$ cat src/rtl/auip_pkg.sv
// auip_pkg: character codes, digit decode, status codes and shared types
// for the ASCII unsigned integer parser. No dependencies.
package auip_pkg;

    typedef logic [7:0] char_t;
    typedef logic [5:0] digit_t;
    typedef logic [1:0] status_t;

    localparam status_t STATUS_OK        = 2'd0;
    localparam status_t STATUS_BAD_BASE  = 2'd1;
    localparam status_t STATUS_RANGE     = 2'd2;

    localparam char_t CHAR_ZERO    = 8'd48;
    localparam char_t CHAR_NINE    = 8'd57;
    localparam char_t CHAR_UPPER_A = 8'd65;
    localparam char_t CHAR_UPPER_Z = 8'd90;
    localparam char_t CHAR_LOWER_A = 8'd97;
    localparam char_t CHAR_LOWER_Z = 8'd122;
    localparam char_t CHAR_SPACE   = 8'd32;
    localparam char_t CHAR_TAB     = 8'd9;
    localparam char_t CHAR_CR      = 8'd13;
    localparam char_t CHAR_PLUS    = 8'd43;

    localparam digit_t RADIX_MAX     = 6'd36;
    localparam digit_t RADIX_DEFAULT = 6'd10;
    localparam digit_t NO_DIGIT      = 6'd36;
    localparam digit_t LETTER_BASE   = 6'd10;

    // Case-insensitive digit value; NO_DIGIT for anything else.
    function automatic digit_t digit_value(input char_t c);
        char_t u;
        begin
            u = c;
            if (c >= CHAR_LOWER_A && c <= CHAR_LOWER_Z)
            begin
                u = c - CHAR_SPACE;
            end
            if (u >= CHAR_ZERO && u <= CHAR_NINE)
            begin
                digit_value = digit_t'(u - CHAR_ZERO);
            end
            else if (u >= CHAR_UPPER_A && u <= CHAR_UPPER_Z)
            begin
                digit_value = digit_t'(u - CHAR_UPPER_A) + LETTER_BASE;
            end
            else
            begin
                digit_value = NO_DIGIT;
            end
        end
    endfunction

    function automatic logic is_space(input char_t c);
        is_space = (c == CHAR_SPACE) || (c >= CHAR_TAB && c <= CHAR_CR);
    endfunction

endpackage

$ cat src/rtl/auip_char_if.sv
// auip_char_if: valid/ready channel carrying one string character.
// Depends on auip_pkg.
interface auip_char_if;
    logic              valid;
    logic              ready;
    auip_pkg::char_t   char_code;
    logic              string_start;

    modport source (output valid, output char_code, output string_start, input ready);
    modport sink   (input valid, input char_code, input string_start, output ready);
endinterface

$ cat src/rtl/auip_result_if.sv
// auip_result_if: valid/ready channel carrying one parse result.
// Depends on auip_pkg.
interface auip_result_if #(
    parameter int VALUE_BITS  = 64,
    parameter int OFFSET_BITS = 16
);
    logic                    valid;
    logic                    ready;
    logic [VALUE_BITS-1:0]   parsed_value;
    logic [OFFSET_BITS-1:0]  end_offset;
    auip_pkg::status_t       status;

    modport source (output valid, output parsed_value, output end_offset, output status,
                    input ready);
    modport sink   (input valid, input parsed_value, input end_offset, input status,
                    output ready);
endinterface

$ cat src/rtl/ascii_unsigned_integer_parser.sv
// ascii_unsigned_integer_parser: streaming ASCII to unsigned integer converter.
// Depends on auip_pkg, auip_char_if, auip_result_if.
//
//  channel   | dir | handshake    | payload
//  ----------+-----+--------------+---------------------------------------
//  chars     | in  | valid/ready  | char_code, string_start
//  result    | out | valid/ready  | parsed_value, end_offset, status
//  cfg       | in  | cfg_wr_en    | cfg_wr_data (number_base)
//
// One character per cycle unless a stalled result holds it: a request lands in the
// input register, and as it leaves, one multiply-add (accumulator * radix + digit)
// with overflow check updates the parse state and, at a string end, loads the
// result register; result valid rises as the ending character leaves the input register.
// A stalled result holds the input register; chars.ready drops only then.
// rst_n asynchronously clears control state; base resets to ten.
module ascii_unsigned_integer_parser #(
    parameter int VALUE_BITS  = 64,
    parameter int OFFSET_BITS = 16
) (
    input  logic                     clk,
    input  logic                     rst_n,
    input  logic                     cfg_wr_en,
    input  auip_pkg::char_t          cfg_wr_data,
    auip_char_if.sink                chars,
    auip_result_if.source            result
);
    import auip_pkg::*;

    localparam int RADIX_BITS = $bits(digit_t);
    localparam int PROD_BITS  = VALUE_BITS + RADIX_BITS;

    localparam logic [1:0] PH_DONE = 2'd0;
    localparam logic [1:0] PH_LEAD = 2'd1;
    localparam logic [1:0] PH_SIGN = 2'd2;
    localparam logic [1:0] PH_DIGS = 2'd3;

    localparam logic [VALUE_BITS-1:0]  VALUE_MAX  = {VALUE_BITS{1'b1}};
    localparam logic [OFFSET_BITS-1:0] OFFSET_MAX = {OFFSET_BITS{1'b1}};

    char_t                    base_reg;

    logic                     s_valid_reg;
    char_t                    s_char_reg;
    logic                     s_start_reg;

    logic [1:0]               phase_reg, phase_next;
    logic [VALUE_BITS-1:0]    acc_reg, acc_next;
    logic [OFFSET_BITS-1:0]   pos_reg, pos_next;
    digit_t                   radix_reg, radix_next;

    logic                     out_valid_reg;
    logic [VALUE_BITS-1:0]    out_value_reg;
    logic [OFFSET_BITS-1:0]   out_offset_reg;
    status_t                  out_status_reg;

    logic                     fire;
    logic                     emit;
    logic [VALUE_BITS-1:0]    e_value;
    logic [OFFSET_BITS-1:0]   e_offset;
    status_t                  e_status;

    logic                     base_bad;
    logic [1:0]               eff_phase;
    logic [VALUE_BITS-1:0]    eff_acc;
    logic [OFFSET_BITS-1:0]   eff_pos;
    logic [OFFSET_BITS-1:0]   pos_bump;
    digit_t                   digit;
    logic [PROD_BITS-1:0]     wide;
    logic                     overflow;

    assign fire        = s_valid_reg && (!out_valid_reg || result.ready);
    assign chars.ready = !s_valid_reg || fire;

    assign result.valid        = out_valid_reg;
    assign result.parsed_value = out_value_reg;
    assign result.end_offset   = out_offset_reg;
    assign result.status       = out_status_reg;

    assign base_bad  = (base_reg == 8'd1) || (base_reg > char_t'(RADIX_MAX));
    assign eff_phase = s_start_reg ? PH_LEAD : phase_reg;
    assign eff_acc   = s_start_reg ? '0 : acc_reg;
    assign eff_pos   = s_start_reg ? '0 : pos_reg;
    assign pos_bump  = (eff_pos == OFFSET_MAX) ? eff_pos : eff_pos + 1'b1;
    assign digit     = digit_value(s_char_reg);

    always_comb
    begin
        radix_next = radix_reg;
        if (s_start_reg)
        begin
            radix_next = (base_reg == 8'd0) ? RADIX_DEFAULT : base_reg[RADIX_BITS-1:0];
        end
    end

    // acc * radix + digit > VALUE_MAX exactly when the upper bits are set
    assign wide     = PROD_BITS'(eff_acc) * PROD_BITS'(radix_next) + PROD_BITS'(digit);
    assign overflow = |wide[PROD_BITS-1:VALUE_BITS];

    always_comb
    begin
        emit       = 1'b0;
        e_value    = '0;
        e_offset   = '0;
        e_status   = STATUS_OK;
        phase_next = eff_phase;
        acc_next   = eff_acc;
        pos_next   = eff_pos;

        if (s_start_reg && base_bad)
        begin
            emit       = 1'b1;
            e_status   = STATUS_BAD_BASE;
            phase_next = PH_DONE;
        end
        else if (eff_phase == PH_DONE)
        begin
            phase_next = PH_DONE;
        end
        else if (eff_phase == PH_LEAD && is_space(s_char_reg))
        begin
            pos_next = pos_bump;
        end
        else if (eff_phase == PH_LEAD && s_char_reg == CHAR_PLUS)
        begin
            pos_next   = pos_bump;
            phase_next = PH_SIGN;
        end
        else if (digit >= radix_next)
        begin
            emit       = 1'b1;
            phase_next = PH_DONE;
            if (eff_phase == PH_DIGS)
            begin
                e_value  = eff_acc;
                e_offset = eff_pos;
            end
        end
        else if (overflow)
        begin
            emit       = 1'b1;
            e_value    = VALUE_MAX;
            e_offset   = eff_pos;
            e_status   = STATUS_RANGE;
            phase_next = PH_DONE;
        end
        else
        begin
            acc_next   = wide[VALUE_BITS-1:0];
            pos_next   = pos_bump;
            phase_next = PH_DIGS;
        end
    end

    always_ff @(posedge clk or negedge rst_n)
    begin
        if (!rst_n)
        begin
            base_reg <= char_t'(RADIX_DEFAULT);
        end
        else if (cfg_wr_en)
        begin
            base_reg <= cfg_wr_data;
        end
    end

    always_ff @(posedge clk or negedge rst_n)
    begin
        if (!rst_n)
        begin
            s_valid_reg <= 1'b0;
        end
        else if (chars.ready)
        begin
            s_valid_reg <= chars.valid;
        end
    end

    always_ff @(posedge clk)
    begin
        if (chars.valid && chars.ready)
        begin
            s_char_reg  <= chars.char_code;
            s_start_reg <= chars.string_start;
        end
    end

    always_ff @(posedge clk or negedge rst_n)
    begin
        if (!rst_n)
        begin
            phase_reg <= PH_DONE;
            acc_reg   <= '0;
            pos_reg   <= '0;
            radix_reg <= RADIX_DEFAULT;
        end
        else if (fire)
        begin
            phase_reg <= phase_next;
            acc_reg   <= acc_next;
            pos_reg   <= pos_next;
            radix_reg <= radix_next;
        end
    end

    always_ff @(posedge clk or negedge rst_n)
    begin
        if (!rst_n)
        begin
            out_valid_reg <= 1'b0;
        end
        else if (fire && emit)
        begin
            out_valid_reg <= 1'b1;
        end
        else if (result.ready)
        begin
            out_valid_reg <= 1'b0;
        end
    end

    always_ff @(posedge clk)
    begin
        if (fire && emit)
        begin
            out_value_reg  <= e_value;
            out_offset_reg <= e_offset;
            out_status_reg <= e_status;
        end
    end

    // A result always closes the string.
    a_emit_closes: assert property (@(posedge clk) disable iff (!rst_n)
        fire && emit |=> phase_reg == PH_DONE)
        else $error("parse phase not done after result");

    // A request waiting behind a stalled result is kept.
    a_stage_holds: assert property (@(posedge clk) disable iff (!rst_n)
        s_valid_reg && !fire |=> s_valid_reg && $stable(s_char_reg) && $stable(s_start_reg))
        else $error("input register lost a pending request");

    a_bad_base_zero: assert property (@(posedge clk) disable iff (!rst_n)
        out_valid_reg && out_status_reg == STATUS_BAD_BASE |->
            out_value_reg == '0 && out_offset_reg == '0)
        else $error("invalid base result not zero");

    a_range_max: assert property (@(posedge clk) disable iff (!rst_n)
        out_valid_reg && out_status_reg == STATUS_RANGE |-> out_value_reg == VALUE_MAX)
        else $error("range error result not saturated");

endmodule
$ cat src/flat_wrapper.sv
// flat-port wrapper written by rule: the top's interface ports become plain ports
module ascii_unsigned_integer_parser_flat import auip_pkg::*;
#(
    parameter int VALUE_BITS  = 64,
    parameter int OFFSET_BITS = 16
)
  (clk, rst_n, cfg_wr_en, cfg_wr_data, chars_valid, chars_char_code, chars_string_start, chars_ready, result_valid, result_parsed_value, result_end_offset, result_status, result_ready);
  auip_char_if chars_i ();
  auip_result_if #(.VALUE_BITS(VALUE_BITS), .OFFSET_BITS(OFFSET_BITS)) result_i ();
  input  logic clk;
  input  logic rst_n;
  input  logic cfg_wr_en;
  input  auip_pkg::char_t cfg_wr_data;
  input wire logic [$bits(chars_i.valid)-1:0] chars_valid;
  input wire logic [$bits(chars_i.char_code)-1:0] chars_char_code;
  input wire logic [$bits(chars_i.string_start)-1:0] chars_string_start;
  output wire logic [$bits(chars_i.ready)-1:0] chars_ready;
  output wire logic [$bits(result_i.valid)-1:0] result_valid;
  output wire logic [$bits(result_i.parsed_value)-1:0] result_parsed_value;
  output wire logic [$bits(result_i.end_offset)-1:0] result_end_offset;
  output wire logic [$bits(result_i.status)-1:0] result_status;
  input wire logic [$bits(result_i.ready)-1:0] result_ready;
  assign chars_i.valid = chars_valid;
  assign chars_i.char_code = chars_char_code;
  assign chars_i.string_start = chars_string_start;
  assign chars_ready = chars_i.ready;
  assign result_valid = result_i.valid;
  assign result_parsed_value = result_i.parsed_value;
  assign result_end_offset = result_i.end_offset;
  assign result_status = result_i.status;
  assign result_i.ready = result_ready;
  ascii_unsigned_integer_parser #(.VALUE_BITS(VALUE_BITS), .OFFSET_BITS(OFFSET_BITS)) u_core (.clk(clk), .rst_n(rst_n), .cfg_wr_en(cfg_wr_en), .cfg_wr_data(cfg_wr_data), .chars(chars_i), .result(result_i));
endmodule
$ cat config.mk
export PLATFORM = sky130hd
export DESIGN_NAME = ascii_unsigned_integer_parser_flat
export DESIGN_NICKNAME = d
export VERILOG_FILES = /design/src/rtl/auip_pkg.sv /design/src/rtl/auip_char_if.sv /design/src/rtl/auip_result_if.sv /design/src/rtl/ascii_unsigned_integer_parser.sv /design/src/flat_wrapper.sv
export SDC_FILE = /design/constraint.sdc
export NUM_CORES = 1
export LEC_CHECK = 0
export BUFFER_PORTS_ARGS = -buffer_cell sky130_fd_sc_hd__buf_2
export CORE_UTILIZATION = 58
export CTS_CLUSTER_DIAMETER = 60
export CTS_CLUSTER_SIZE = 24
export DETAILED_ROUTE_END_ITERATION = 10
export GPL_TIMING_DRIVEN = 0
export PLACE_DENSITY = 0.85
export SYNTH_ARGS = -nofsm -noshare
export SYNTH_HDL_FRONTEND = slang
export SYNTH_SLANG_ARGS = --single-unit
$ cat constraint.sdc
create_clock -name clk -period 8.05 [get_ports clk]
set_input_delay 0.4025 -clock clk [delete_from_list [all_inputs] [get_ports clk]]
set_output_delay 0.4025 -clock clk [all_outputs]
set_load 0.05 [all_outputs]
Word-level counts from Yosys, hierarchy flattened
Cells that the tools add are included.
{"block": "classes", "multipliers": 1, "n_mux": 46, "n_eq_ne": 6, "addsub": 6, "magnitude_cmp": 10, "n_reduce_logical": 22}
{"op": "two-way mux 64 bit", "count": 10}
{"op": "two-way mux 16 bit", "count": 11}
{"op": "adder 70 x 6 -> 70 bit", "count": 1}
{"op": "multiplier 64 x 6 -> 70 bit", "count": 1}
{"op": "two-way mux 6 bit", "count": 4}
{"op": "adder 16 x 1 -> 16 bit, second input constant", "count": 1}
{"op": "equality test 16 bit, second input constant", "count": 1}
{"op": "equality test 8 x 6 -> 1 bit, second input constant", "count": 2}
{"op": ">= comparator 8 x 7 -> 1 bit, second input constant", "count": 2}
{"op": "less-or-equal comparator 8 x 7 -> 1 bit, second input constant", "count": 2}
{"op": "two-way mux 2 bit", "count": 8}
{"op": "two-way mux 1 bit", "count": 12}
{"op": "logical AND 1 bit", "count": 10}
{"op": "equality test 8 x 1 -> 1 bit, second input constant", "count": 1}
{"op": ">= comparator 8 x 4 -> 1 bit, second input constant", "count": 1}
{"op": ">= comparator 8 x 6 -> 1 bit, second input constant", "count": 1}
{"op": "greater-than comparator 8 x 6 -> 1 bit, second input constant", "count": 1}
{"op": "less-or-equal comparator 8 x 4 -> 1 bit, second input constant", "count": 1}
{"op": "less-or-equal comparator 8 x 6 -> 1 bit, second input constant", "count": 1}
{"op": "logical NOT 8 bit", "count": 1}
{"op": "two-way mux 8 bit", "count": 1}
{"op": "subtractor 8 x 6 -> 8 bit, second input constant", "count": 1}
{"op": "adder 6 x 4 -> 6 bit, second input constant", "count": 1}
{"op": ">= comparator 6 bit", "count": 1}
{"op": "other kinds (11)", "count": 15}
{"block": "totals", "elab_cells": 104, "register_bits": 189, "in_bits": 22, "out_inout_bits": 84}

Longest topological paths before layout
Gate-level depths: netlist of the first run.
{"block": "logic_depth", "word_depth": 17, "ltp_mapped": 29, "depth_no_buf": 26}

Least setup slack after synthesis of the first run
Ideal clock, no wire load.
{"block": "synth_timing", "path_type": "register -> register", "startpoint": "reg u_core.s_start_reg", "endpoint": "reg u_core.out_offset_reg[0] (netlist: u_core.result.end_offset[0]) (enable)", "setup_ps": 436, "slack_ps": -342, "path_buffers": 7, "arrival_ps": 7957, "path_stages_with_launch": 27, "synth_period_minus_slack_ps": 8392, "cell_sequence": "edfxtp_1 > buf_1 > clkbuf_1 > clkbuf_1 > buf_1 > nor2b_1 > nand2_1 > fa_1 > fa_1 > inv_1 > fa_1 > ha_1 > ha_1 > buf_2 > a21oi_1 > o21ai_0 > a311o_1 > or3_1 > a21oi_1 > o211ai_1 > o32ai_1 > nor4_4 > a21boi_2 > buf_6 > buf_2 > o21ai_0 > inv_1"}
{"block": "synth_between", "elab_chain_len": 11}
{"element": "from (decl)", "line_no": "ascii_unsigned_integer_parser.sv:44", "rtl": "logic s_start_reg;"}
{"element": "from (signal assigned)", "line_no": "ascii_unsigned_integer_parser.sv:183", "rtl": "s_start_reg <= chars.string_start;"}
{"element": "two-way mux 64 bit / two-way mux 6 bit (equally long branches)", "line_no": "ascii_unsigned_integer_parser.sv:81, ascii_unsigned_integer_parser.sv:89"}
{"element": "multiplier 64 x 6 -> 70 bit", "line_no": "ascii_unsigned_integer_parser.sv:96", "rtl": "assign wide = PROD_BITS'(eff_acc) * PROD_BITS'(radix_next) + PROD_BITS'(digit);"}
{"element": "adder 70 x 6 -> 70 bit", "line_no": "ascii_unsigned_integer_parser.sv:96"}
{"element": "OR reduction 6 bit", "line_no": "ascii_unsigned_integer_parser.sv:97", "rtl": "assign overflow = |wide[PROD_BITS-1:VALUE_BITS];"}
{"element": "two-way mux 1 bit", "line_no": "ascii_unsigned_integer_parser.sv:138", "rtl": "else if (overflow)"}
{"element": "two-way mux 1 bit", "line_no": "ascii_unsigned_integer_parser.sv:128", "rtl": "else if (digit >= radix_next)"}
{"element": "two-way mux 1 bit", "line_no": "ascii_unsigned_integer_parser.sv:123", "rtl": "else if (eff_phase == PH_LEAD && s_char_reg == CHAR_PLUS)"}
{"element": "two-way mux 1 bit", "line_no": "ascii_unsigned_integer_parser.sv:119", "rtl": "else if (eff_phase == PH_LEAD && is_space(s_char_reg))"}
{"element": "two-way mux 1 bit", "line_no": "ascii_unsigned_integer_parser.sv:115", "rtl": "else if (eff_phase == PH_DONE)"}
{"element": "two-way mux 1 bit *", "line_no": "ascii_unsigned_integer_parser.sv:109", "rtl": "if (s_start_reg && base_bad)"}
{"element": "logical AND 1 bit *", "line_no": "ascii_unsigned_integer_parser.sv:223", "rtl": "if (fire && emit)"}
{"element": "to (signal assigned)", "line_no": "ascii_unsigned_integer_parser.sv:226", "rtl": "out_offset_reg <= e_offset;"}
{"element": "to (decl)", "line_no": "ascii_unsigned_integer_parser.sv:53", "rtl": "logic [OFFSET_BITS-1:0] out_offset_reg;"}
Every way passes the cells marked *; elsewhere a longest branch is shown, timed or not.
A chain may end at the register's enable or synchronous reset.

Final worst setup path of the first run
{"block": "layout_timing", "startpoint": "reg u_core.s_start_reg", "endpoint": "reg u_core.acc_reg[44]"}
{"block": "layout_between", "elab_chain_len": 10}
{"element": "two-way mux 64 bit / two-way mux 6 bit (equally long branches)", "line_no": "ascii_unsigned_integer_parser.sv:81, ascii_unsigned_integer_parser.sv:89"}
{"element": "multiplier 64 x 6 -> 70 bit", "line_no": "ascii_unsigned_integer_parser.sv:96"}
{"element": "adder 70 x 6 -> 70 bit", "line_no": "ascii_unsigned_integer_parser.sv:96"}
{"element": "OR reduction 6 bit", "line_no": "ascii_unsigned_integer_parser.sv:97"}
{"element": "two-way mux 64 bit", "line_no": "ascii_unsigned_integer_parser.sv:138"}
{"element": "two-way mux 64 bit", "line_no": "ascii_unsigned_integer_parser.sv:128"}
{"element": "two-way mux 64 bit", "line_no": "ascii_unsigned_integer_parser.sv:123"}
{"element": "two-way mux 64 bit", "line_no": "ascii_unsigned_integer_parser.sv:119"}
{"element": "two-way mux 64 bit", "line_no": "ascii_unsigned_integer_parser.sv:115"}
{"element": "two-way mux 64 bit *", "line_no": "ascii_unsigned_integer_parser.sv:109"}
{"element": "to (signal assigned)", "line_no": "ascii_unsigned_integer_parser.sv:199", "rtl": "acc_reg <= acc_next;"}
{"element": "to (decl)", "line_no": "ascii_unsigned_integer_parser.sv:47", "rtl": "logic [VALUE_BITS-1:0] acc_reg, acc_next;"}
Marked as above.

==> report_table.html, run 1 <==
<table>
<tr><th>Metric</th><th>Value</th></tr>
<tr><th colspan="2">Status</th></tr>
<tr><td>Outcome</td><td>complete, no violations</td></tr>
<tr><th colspan="2">Worst setup path</th></tr>
<tr><td>Kind of start point of the critical path</td><td>flip-flop</td></tr>
<tr><td>Critical Path Sink Type</td><td>flip-flop</td></tr>
<tr><td>Depth of the worst register-to-register path</td><td>27</td></tr>
<tr><td>Type of the setup path with the least slack</td><td>flip-flop to flip-flop</td></tr>
<tr><td>Data arrival, critical path</td><td>8160 ps</td></tr>
<tr><td>Critical path required time</td><td>8460 ps</td></tr>
<tr><td>Reg-to-reg critical path startpoint</td><td>u_core.s_start_reg</td></tr>
<tr><td>FF-to-FF End</td><td>u_core.acc_reg[44]</td></tr>
<tr><td>FF-to-FF setup slack</td><td>300 ps</td></tr>
<tr><td>Max FO, Critical Path</td><td>10</td></tr>
<tr><th colspan="2">Hold path</th></tr>
<tr><td>Type of the worst min-delay path</td><td>input port to flip-flop</td></tr>
<tr><td>Start point of the worst hold path</td><td>chars_char_code[4]</td></tr>
<tr><td>Worst-case hold path end point</td><td>u_core.s_char_reg[4]</td></tr>
<tr><td>Worst hold path stage count</td><td>1</td></tr>
<tr><th colspan="2">Timing</th></tr>
<tr><td>Worst slew margin relative to its limit</td><td>23.47%</td></tr>
<tr><td>Number of hold-slack violations in the final timing report</td><td>0</td></tr>
<tr><td>Minimum clock period after layout</td><td>7749 ps</td></tr>
<tr><td>Pins Over Slew Limit</td><td>0</td></tr>
<tr><td>Total negative setup slack</td><td>0 ps</td></tr>
<tr><td>Total setup violations reported at the end of the flow</td><td>0</td></tr>
<tr><td>Setup repair after global routing missed its margin</td><td>false</td></tr>
<tr><td>Slew at the pin with the worst max-slew slack</td><td>1144 ps</td></tr>
<tr><td>Worst clock skew on the final layout</td><td>20.13 ps</td></tr>
<tr><td>F_max</td><td>0.1290 GHz</td></tr>
<tr><td>Final worst-path cycle share</td><td>between 90% and 100%</td></tr>
<tr><th colspan="2">Placement</th></tr>
<tr><td>RePlAce Congestion</td><td>0.9909</td></tr>
<tr><td>Detailed placer's ending HPWL</td><td>48,280 um</td></tr>
<tr><td>Port Buf Inserts</td><td>104</td></tr>
<tr><th colspan="2">Global routing</th></tr>
<tr><td>Vias in the first global route</td><td>19,211</td></tr>
<tr><td>Total congestion overflow</td><td>0</td></tr>
<tr><td>GR Util All Layers</td><td>34.08%</td></tr>
<tr><td>Antenna violations before repair</td><td>2</td></tr>
<tr><td>Maximum number of pins on one net before global-route repair</td><td>69</td></tr>
<tr><td>Wire length of the first global-routing pass</td><td>about 100,000 um</td></tr>
<tr><th colspan="2">Logic synthesis</th></tr>
<tr><td>Register area share after synthesis</td><td>a little under a quarter</td></tr>
<tr><td>Proportion of netlist area held by the largest area contributor</td><td>23.31%</td></tr>
<tr><td>Area leader, netlist</td><td>sky130_fd_sc_hd__fa_1</td></tr>
<tr><td>Main synth FF type</td><td>sky130_fd_sc_hd__dfrtp_1</td></tr>
<tr><td>Synthesized Nets</td><td>2,845</td></tr>
<tr><td>Share of flip-flops with an asynchronous set or reset</td><td>51.85%</td></tr>
<tr><td>Synth unique cells</td><td>between 80 and 90</td></tr>
<tr><td>Avg Inst Size Synth</td><td>8.978 um2</td></tr>
<tr><td>Summed instance area of the synthesized netlist</td><td>roughly 0.022 mm2</td></tr>
<tr><td>Ys Warns</td><td>0</td></tr>
<tr><td>Number of flops mapped to enable cells by yosys</td><td>a little over 90</td></tr>
<tr><td>Number of flip-flops and latches in the synthesized netlist</td><td>189</td></tr>
<tr><td>Top post-synthesis cells by area</td><td>sky130_fd_sc_hd__fa_1 23%, sky130_fd_sc_hd__edfxtp_1 13%, sky130_fd_sc_hd__dfrtp_1 11%</td></tr>
<tr><td>Number of instances in the synthesized netlist</td><td>approximately 2,400</td></tr>
<tr><th colspan="2">Route</th></tr>
<tr><td>Total length of routed wires</td><td>63,200 um</td></tr>
<tr><td>Number of vias per cell after detailed routing</td><td>6.155</td></tr>
<tr><td>Router iterations before antenna repair</td><td>7</td></tr>
<tr><td>Wirelength per Cell</td><td>roughly 21 um</td></tr>
<tr><td>Routed via count</td><td>18,607</td></tr>
<tr><td>Count of routing violations after the opening detailed-route iteration</td><td>around 1,700</td></tr>
<tr><td>DRC viols</td><td>0</td></tr>
<tr><td>Post-DRT Antenna Nets</td><td>0</td></tr>
<tr><th colspan="2">Pwr</th></tr>
<tr><td>Pwr/cell area</td><td>199.3 mW/mm2</td></tr>
<tr><td>Total chip power</td><td>4745 uW</td></tr>
<tr><td>Static leakage</td><td>0.01080 uW</td></tr>
<tr><td>Maximum ir drop on the vdd rail</td><td>147.6 uV</td></tr>
<tr><th colspan="2">Cells and area</th></tr>
<tr><td>Most common cell after layout, fill and taps aside</td><td>sky130_fd_sc_hd__nand2_1</td></tr>
<tr><td>Top library cells by usage in the layout, fill and taps aside</td><td>481 x sky130_fd_sc_hd__nand2_1, 252 x sky130_fd_sc_hd__fa_1, 250 x sky130_fd_sc_hd__inv_1</td></tr>
<tr><td>Area Growth Syn to Fin</td><td>9.983%</td></tr>
<tr><td>Count of nets after finishing</td><td>2,974</td></tr>
<tr><td>Layout cells sized above 1</td><td>11.91%</td></tr>
<tr><th colspan="2">Clock network</th></tr>
<tr><td>CTS sink count</td><td>189</td></tr>
<tr><td>Root Buffer</td><td>sky130_fd_sc_hd__clkbuf_16</td></tr>
<tr><td>Total CTS buffers</td><td>17</td></tr>
<tr><td>Clock transition time at the flip-flop clock pins of the worst setup and hold paths</td><td>80 ps</td></tr>
<tr><td>H-tree depth</td><td>4</td></tr>
<tr><td>Maximum clock path buffer count</td><td>2</td></tr>
<tr><td>CTS tree</td><td>built</td></tr>
<tr><td>Insertion delay of the later-clocked pin in the worst-skew pair</td><td>470 ps</td></tr>
<tr><th colspan="2">Flow run</th></tr>
<tr><td>Number of maximum-capacitance violations</td><td>0</td></tr>
<tr><th colspan="2">Floorplan</th></tr>
<tr><td>Ports placed on the boundary</td><td>106</td></tr>
<tr><td>Starting density of the core</td><td>58.98%</td></tr>
<tr><td>Die width</td><td>around 200 um</td></tr>
<tr><td>Die extent in y</td><td>195.2 um</td></tr>
<tr><td>Placeable core region</td><td>0.03670 mm2</td></tr>
<tr><td>Number of rows created at floorplan</td><td>70</td></tr>
<tr><td>Total Die Area</td><td>approximately 0.038 mm2</td></tr>
</table>
synth_stat cells (25+ instances only):
library cell,instances
sky130_fd_sc_hd__and2_1,87
sky130_fd_sc_hd__clkbuf_1,86
sky130_fd_sc_hd__nor2_1,77
sky130_fd_sc_hd__dfrtp_1,94
sky130_fd_sc_hd__o21ai_0,81
sky130_fd_sc_hd__a21oi_1,161
sky130_fd_sc_hd__nand4_1,32
sky130_fd_sc_hd__xnor2_1,41
sky130_fd_sc_hd__buf_2,32
sky130_fd_sc_hd__a21o_1,31
sky130_fd_sc_hd__xor2_1,25
sky130_fd_sc_hd__ha_1,160
sky130_fd_sc_hd__a22o_1,62
sky130_fd_sc_hd__edfxtp_1,91
sky130_fd_sc_hd__fa_1,252
sky130_fd_sc_hd__inv_1,251
sky130_fd_sc_hd__nand2_1,481
sky130_fd_sc_hd__nor2b_1,51
kinds of logic (layout without fill, tap and decap cells):
kind of cell    count (synthesis)  in the layout  synth area share, %
compound gates                471            471                14.17
fa+ha+maj                     412            412                32.55
mux                            12             12               0.6185
buf+inv                       400            542                7.312
other cells                     0              2                    0
simple gates                  861            861                18.69
xor+xnor                       66             66                2.670
flops                         189            189                23.98
power by group:
| group | switching [uW] | internal (uW) | total (uW) | leakage [uW] |
|---|---|---|---|---|
| sequential | 160 | 1280 | 1440 | 0.00219 |
| clock | 435 | 401 | 836 | 0.000254 |
| combinational | 1780 | 693 | 2470 | 0.00836 |
metal layers:
layer | vias to the layer above | GRT usage [%] | part of all wire [%]
met5 | - | 0 | 0
met4 | 0 | 16.51 | 5.0
met3 | 204 | 7.910 | 9.6
met2 | 1013 | 54.93 | 46
met1 | 9063 | 43.39 | 39
li1 | 8327 | - | -
repair_timing:
action                     in CTS  in global routing
resized for setup              76                 35
setup buffers                   8                  4
hold endpoints to repair       30                  0
setup endpoints to repair     246                164
pin swaps                       2                  1
gates cloned                    0                  3
hold buffers                    1                  0
critical path, cell delays in order, from the launching register on:
cell and delay [ps]:
sky130_fd_sc_hd__edfxtp_1 470, sky130_fd_sc_hd__clkbuf_4 250, sky130_fd_sc_hd__buf_2 230, sky130_fd_sc_hd__clkbuf_2 340
sky130_fd_sc_hd__nor2b_2 350, sky130_fd_sc_hd__nand2_1 130, sky130_fd_sc_hd__fa_1 540, sky130_fd_sc_hd__fa_1 550
sky130_fd_sc_hd__inv_1 50, sky130_fd_sc_hd__fa_1 430, sky130_fd_sc_hd__ha_1 290, sky130_fd_sc_hd__ha_1 270
sky130_fd_sc_hd__buf_2 180, sky130_fd_sc_hd__nand4_1 240, sky130_fd_sc_hd__or3_1 460, sky130_fd_sc_hd__nor4_4 410
sky130_fd_sc_hd__a22o_1 180, sky130_fd_sc_hd__or3_1 150, sky130_fd_sc_hd__o2bb2ai_1 150, sky130_fd_sc_hd__o32ai_2 130
sky130_fd_sc_hd__nor4_4 260, sky130_fd_sc_hd__buf_4 190, sky130_fd_sc_hd__buf_4 200, sky130_fd_sc_hd__nand2_1 110
sky130_fd_sc_hd__nor2_2 380, sky130_fd_sc_hd__buf_2 340, sky130_fd_sc_hd__buf_4 230, sky130_fd_sc_hd__a22o_1 150
worst max path at each step:
stage                       startpoint                             end  slack (ps)  depth (start not counted)
floorplan           u_core.s_start_reg     u_core.result.end_offset[0]          40                         25
global placement    u_core.s_start_reg  u_core.result.parsed_value[38]       -2510                         26
detailed placement  u_core.s_start_reg  u_core.result.parsed_value[41]       -1480                         28
CTS                 u_core.s_start_reg  u_core.result.parsed_value[55]         0.9                         28
global route        u_core.s_start_reg              u_core.acc_reg[44]          60                         27
finish              u_core.s_start_reg              u_core.acc_reg[44]         300                         27
area by class of cell:
class / count / area [um2]
Multi-Input combinational cell: 1822 / 15080
Fill cell: 2870 / 12890
Sequential cell: 189 / 5190
Inverter: 251 / 945.9
Timing Repair Buffer: 123 / 763.2
Buffer: 136 / 694.4
Tap cell: 468 / 585.6
Clock buffer: 18 / 429.2
Clock inverter: 14 / 116.4
Antenna cell: 2 / 5.005
per-stage QoR:
step	cell area [um2]	util (%)	instances	hold slack (ps)	worst slack [ps]
final	23810	64.87	3023	116.4	300.5
after global placement	22760	62.03	2983	505.8	-2509
after CTS	23640	64.43	3022	114.4	0.8553
after detailed placement	22830	62.22	2986	392.6	-1483
after floorplan	21660	-	2411	106.9	40.18
after global routing	23800	64.86	3021	112.8	61.93
No activity file was read; power rests on OpenSTA's default activity.
==> inputs of run 2 (changes only) <==
==> constraint.sdc (replaced) <==
create_clock -name clk -period 8.05 [get_ports clk]
set_input_delay 1.61 -clock clk [delete_from_list [all_inputs] [get_ports clk]]
set_output_delay 1.61 -clock clk [all_outputs]
set_load 0.05 [all_outputs]
==> report_table.html, run 2 (synthesized netlist as in run 1, its figures left out) <==
<table>
<tr><th>Metric</th><th>Value</th></tr>
<tr><th colspan="2">Timing</th></tr>
<tr><td>Tightest hold margin</td><td>547.6 ps</td></tr>
<tr><td>Worst slew margin relative to its limit</td><td>24.92%</td></tr>
<tr><td>Final worst-path cycle share</td><td>between 90% and 100%</td></tr>
<tr><td>Minimum clock period after layout</td><td>7721 ps</td></tr>
<tr><td>Setup repair after global routing missed its margin</td><td>false</td></tr>
<tr><td>Pins Over Slew Limit</td><td>0</td></tr>
<tr><td>Total setup violations reported at the end of the flow</td><td>0</td></tr>
<tr><td>Slew at the pin with the worst max-slew slack</td><td>1122 ps</td></tr>
<tr><td>Total negative setup slack</td><td>0 ps</td></tr>
<tr><td>Number of hold-slack violations in the final timing report</td><td>0</td></tr>
<tr><td>Worst clock skew on the final layout</td><td>between 15 and 20 ps</td></tr>
<tr><td>F_max</td><td>between 0.1 and 0.15 GHz</td></tr>
<tr><th colspan="2">Pwr</th></tr>
<tr><td>Pwr/cell area</td><td>199.5 mW/mm2</td></tr>
<tr><td>Combinational group share of total power</td><td>a little over half</td></tr>
<tr><td>Switching power summed over all nets</td><td>2378 uW</td></tr>
<tr><td>Static leakage</td><td>0.01080 uW</td></tr>
<tr><td>Maximum ir drop on the vdd rail</td><td>roughly 150 uV</td></tr>
<tr><td>Register share of total power</td><td>a little under a third</td></tr>
<tr><td>Internal power component</td><td>2370 uW</td></tr>
<tr><td>Total chip power</td><td>roughly 4700 uW</td></tr>
<tr><td>Clock power share</td><td>between 10% and 20%</td></tr>
<tr><td>Proportion of total power due to net switching</td><td>50.07%</td></tr>
<tr><th colspan="2">Worst setup path</th></tr>
<tr><td>Kind of start point of the critical path</td><td>flip-flop</td></tr>
<tr><td>Critical Path Sink Type</td><td>flip-flop</td></tr>
<tr><td>CP bufs+invs</td><td>10</td></tr>
<tr><td>Max FO, Critical Path</td><td>10</td></tr>
<tr><td>Category of cells accounting for the largest share of critical-path delay</td><td>simple AND/OR/NAND/NOR gates</td></tr>
<tr><td>Data arrival, critical path</td><td>between 8000 and 9000 ps</td></tr>
<tr><td>Type of the setup path with the least slack</td><td>flip-flop to flip-flop</td></tr>
<tr><td>Highest-delay cell along the critical path</td><td>sky130_fd_sc_hd__fa_1</td></tr>
<tr><td>CP max stage delay</td><td>520 ps</td></tr>
<tr><td>Critical path required time</td><td>8470 ps</td></tr>
<tr><th colspan="2">Cells and area</th></tr>
<tr><td>Area Growth Syn to Fin</td><td>9.925%</td></tr>
<tr><td>Count of nets after finishing</td><td>slightly below 3,000</td></tr>
<tr><td>Filler cell count</td><td>2,870</td></tr>
<tr><td>Layout cells sized above 1</td><td>11.91%</td></tr>
<tr><td>Most common cell after layout, fill and taps aside</td><td>sky130_fd_sc_hd__nand2_1</td></tr>
<tr><td>Top library cells by usage in the layout, fill and taps aside</td><td>481 x sky130_fd_sc_hd__nand2_1, 252 x sky130_fd_sc_hd__fa_1, 250 x sky130_fd_sc_hd__inv_1</td></tr>
<tr><th colspan="2">Floorplan</th></tr>
<tr><td>Number of rows created at floorplan</td><td>70</td></tr>
<tr><td>Placeable core region</td><td>0.03670 mm2</td></tr>
<tr><td>Ports placed on the boundary</td><td>between 100 and 150</td></tr>
<tr><td>Die width</td><td>a little under 200 um</td></tr>
<tr><td>Die extent in y</td><td>195.2 um</td></tr>
<tr><td>Starting density of the core</td><td>58.98%</td></tr>
<tr><td>Total Die Area</td><td>0.03810 mm2</td></tr>
<tr><th colspan="2">Route</th></tr>
<tr><td>Total length of routed wires</td><td>63,290 um</td></tr>
<tr><td>DRC viols</td><td>0</td></tr>
<tr><td>Post-DRT Antenna Nets</td><td>0</td></tr>
<tr><td>Routed via count</td><td>18,681</td></tr>
<tr><td>Wirelength per Cell</td><td>20.95 um</td></tr>
<tr><td>Count of routing violations after the opening detailed-route iteration</td><td>between 1,500 and 2,000</td></tr>
<tr><td>Router iterations before antenna repair</td><td>6</td></tr>
<tr><td>Number of vias per cell after detailed routing</td><td>roughly 6.2</td></tr>
<tr><th colspan="2">Placement</th></tr>
<tr><td>Detailed placer's ending HPWL</td><td>48,280 um</td></tr>
<tr><td>Port Buf Inserts</td><td>104</td></tr>
<tr><td>RePlAce Congestion</td><td>0.9909</td></tr>
<tr><th colspan="2">Hold path</th></tr>
<tr><td>Type of the worst min-delay path</td><td>flip-flop to flip-flop</td></tr>
<tr><th colspan="2">Clock network</th></tr>
<tr><td>Number of buffers inserted by hold repair at cts</td><td>0</td></tr>
<tr><td>Root Buffer</td><td>sky130_fd_sc_hd__clkbuf_16</td></tr>
<tr><td>CTS tree</td><td>built</td></tr>
<tr><td>Clock transition time at the flip-flop clock pins of the worst setup and hold paths</td><td>about 80 ps</td></tr>
<tr><td>Insertion delay of the later-clocked pin in the worst-skew pair</td><td>470 ps</td></tr>
<tr><td>Maximum clock path buffer count</td><td>2</td></tr>
<tr><td>Total CTS buffers</td><td>17</td></tr>
<tr><td>CTS sink count</td><td>189</td></tr>
<tr><td>H-tree depth</td><td>4</td></tr>
<tr><th colspan="2">Global routing</th></tr>
<tr><td>Wire length of the first global-routing pass</td><td>just over 100,000 um</td></tr>
<tr><td>Antenna violations before repair</td><td>2</td></tr>
<tr><td>GR Util All Layers</td><td>34.08%</td></tr>
<tr><td>Maximum number of pins on one net before global-route repair</td><td>between 60 and 70</td></tr>
<tr><td>Total congestion overflow</td><td>0</td></tr>
<tr><td>Vias in the first global route</td><td>approximately 19,000</td></tr>
<tr><th colspan="2">Status</th></tr>
<tr><td>Outcome</td><td>complete, no violations</td></tr>
<tr><th colspan="2">Flow run</th></tr>
<tr><td>Number of maximum-capacitance violations</td><td>0</td></tr>
</table>
run 2: cell type report:
type,count,area (um2),area share (%)
buffer,136,694.4,2.918
clock inverter,14,116.4,0.4890
tap,468,585.6,2.461
clock buffer,18,429.2,1.804
sequential,189,5190,21.81
antenna,1,2.502,0.01052
timing repair buffer,122,753.2,3.166
multi-input combinational,1822,15080,63.36
inverter,251,945.9,3.975
run 2: final timing paths:
path / from / endpoint / slack [ps] / depth (start not counted)
max in group asynchronous: rst_n / u_core.base_reg[3] / 6170 / 2
min: u_core.phase_reg[0] / u_core.phase_reg[0] / 550 / 2
max reg2reg: u_core.s_start_reg / u_core.acc_reg[44] / 330 / 28
min reg2reg: u_core.phase_reg[0] / u_core.phase_reg[0] / 550 / 2
max: u_core.s_start_reg / u_core.acc_reg[44] / 330 / 28
min in group asynchronous: rst_n / u_core.acc_reg[6] / 1090 / 1
run 2: per-stage QoR:
stage	setup slack, ps	utilization (%)	cell area [um2]	cells
floorplan	40.18	-	21660	2411
global placement	-2509	62.03	22760	2983
detailed placement	-1483	62.22	22830	2986
CTS	0.8553	64.40	23630	3021
global route	61.93	64.83	23790	3020
finish	328.9	64.84	23790	3021
run 2: power groups by stage:
stage	Combinational, uW	Clock (uW)	Sequential [uW]
6_report	2470	839	1440
5_1_grt	2650	870	1450
4_1_cts	2370	832	1430
3_5_place_dp	2320	0	1440
3_3_place_gp	2240	0	1450
2_1_floorplan	1240	0	1780
run 2: repair_timing:
item                       CTS  global route
setup buffers                8             4
gates cloned                 0             3
resized for setup           76            35
setup endpoints to repair  246           164
pin swaps                    2             1
run 2: metal layers:
metal	share of wire (%)	wire length [um]	up-vias	GRT usage [%]
met1	39	24990	9149	43.39
met4	4.8	3061	0	16.51
li1	-	-	8315	-
met2	46	29090	1018	54.93
met3	9.7	6150	199	7.910
met5	0	0	-	0
run 2: worst min-delay path: stages, from the launching register on:
cell and delay [ps]:
sky130_fd_sc_hd__dfrtp_1 400, sky130_fd_sc_hd__nand2_1 60, sky130_fd_sc_hd__o21ai_0 60
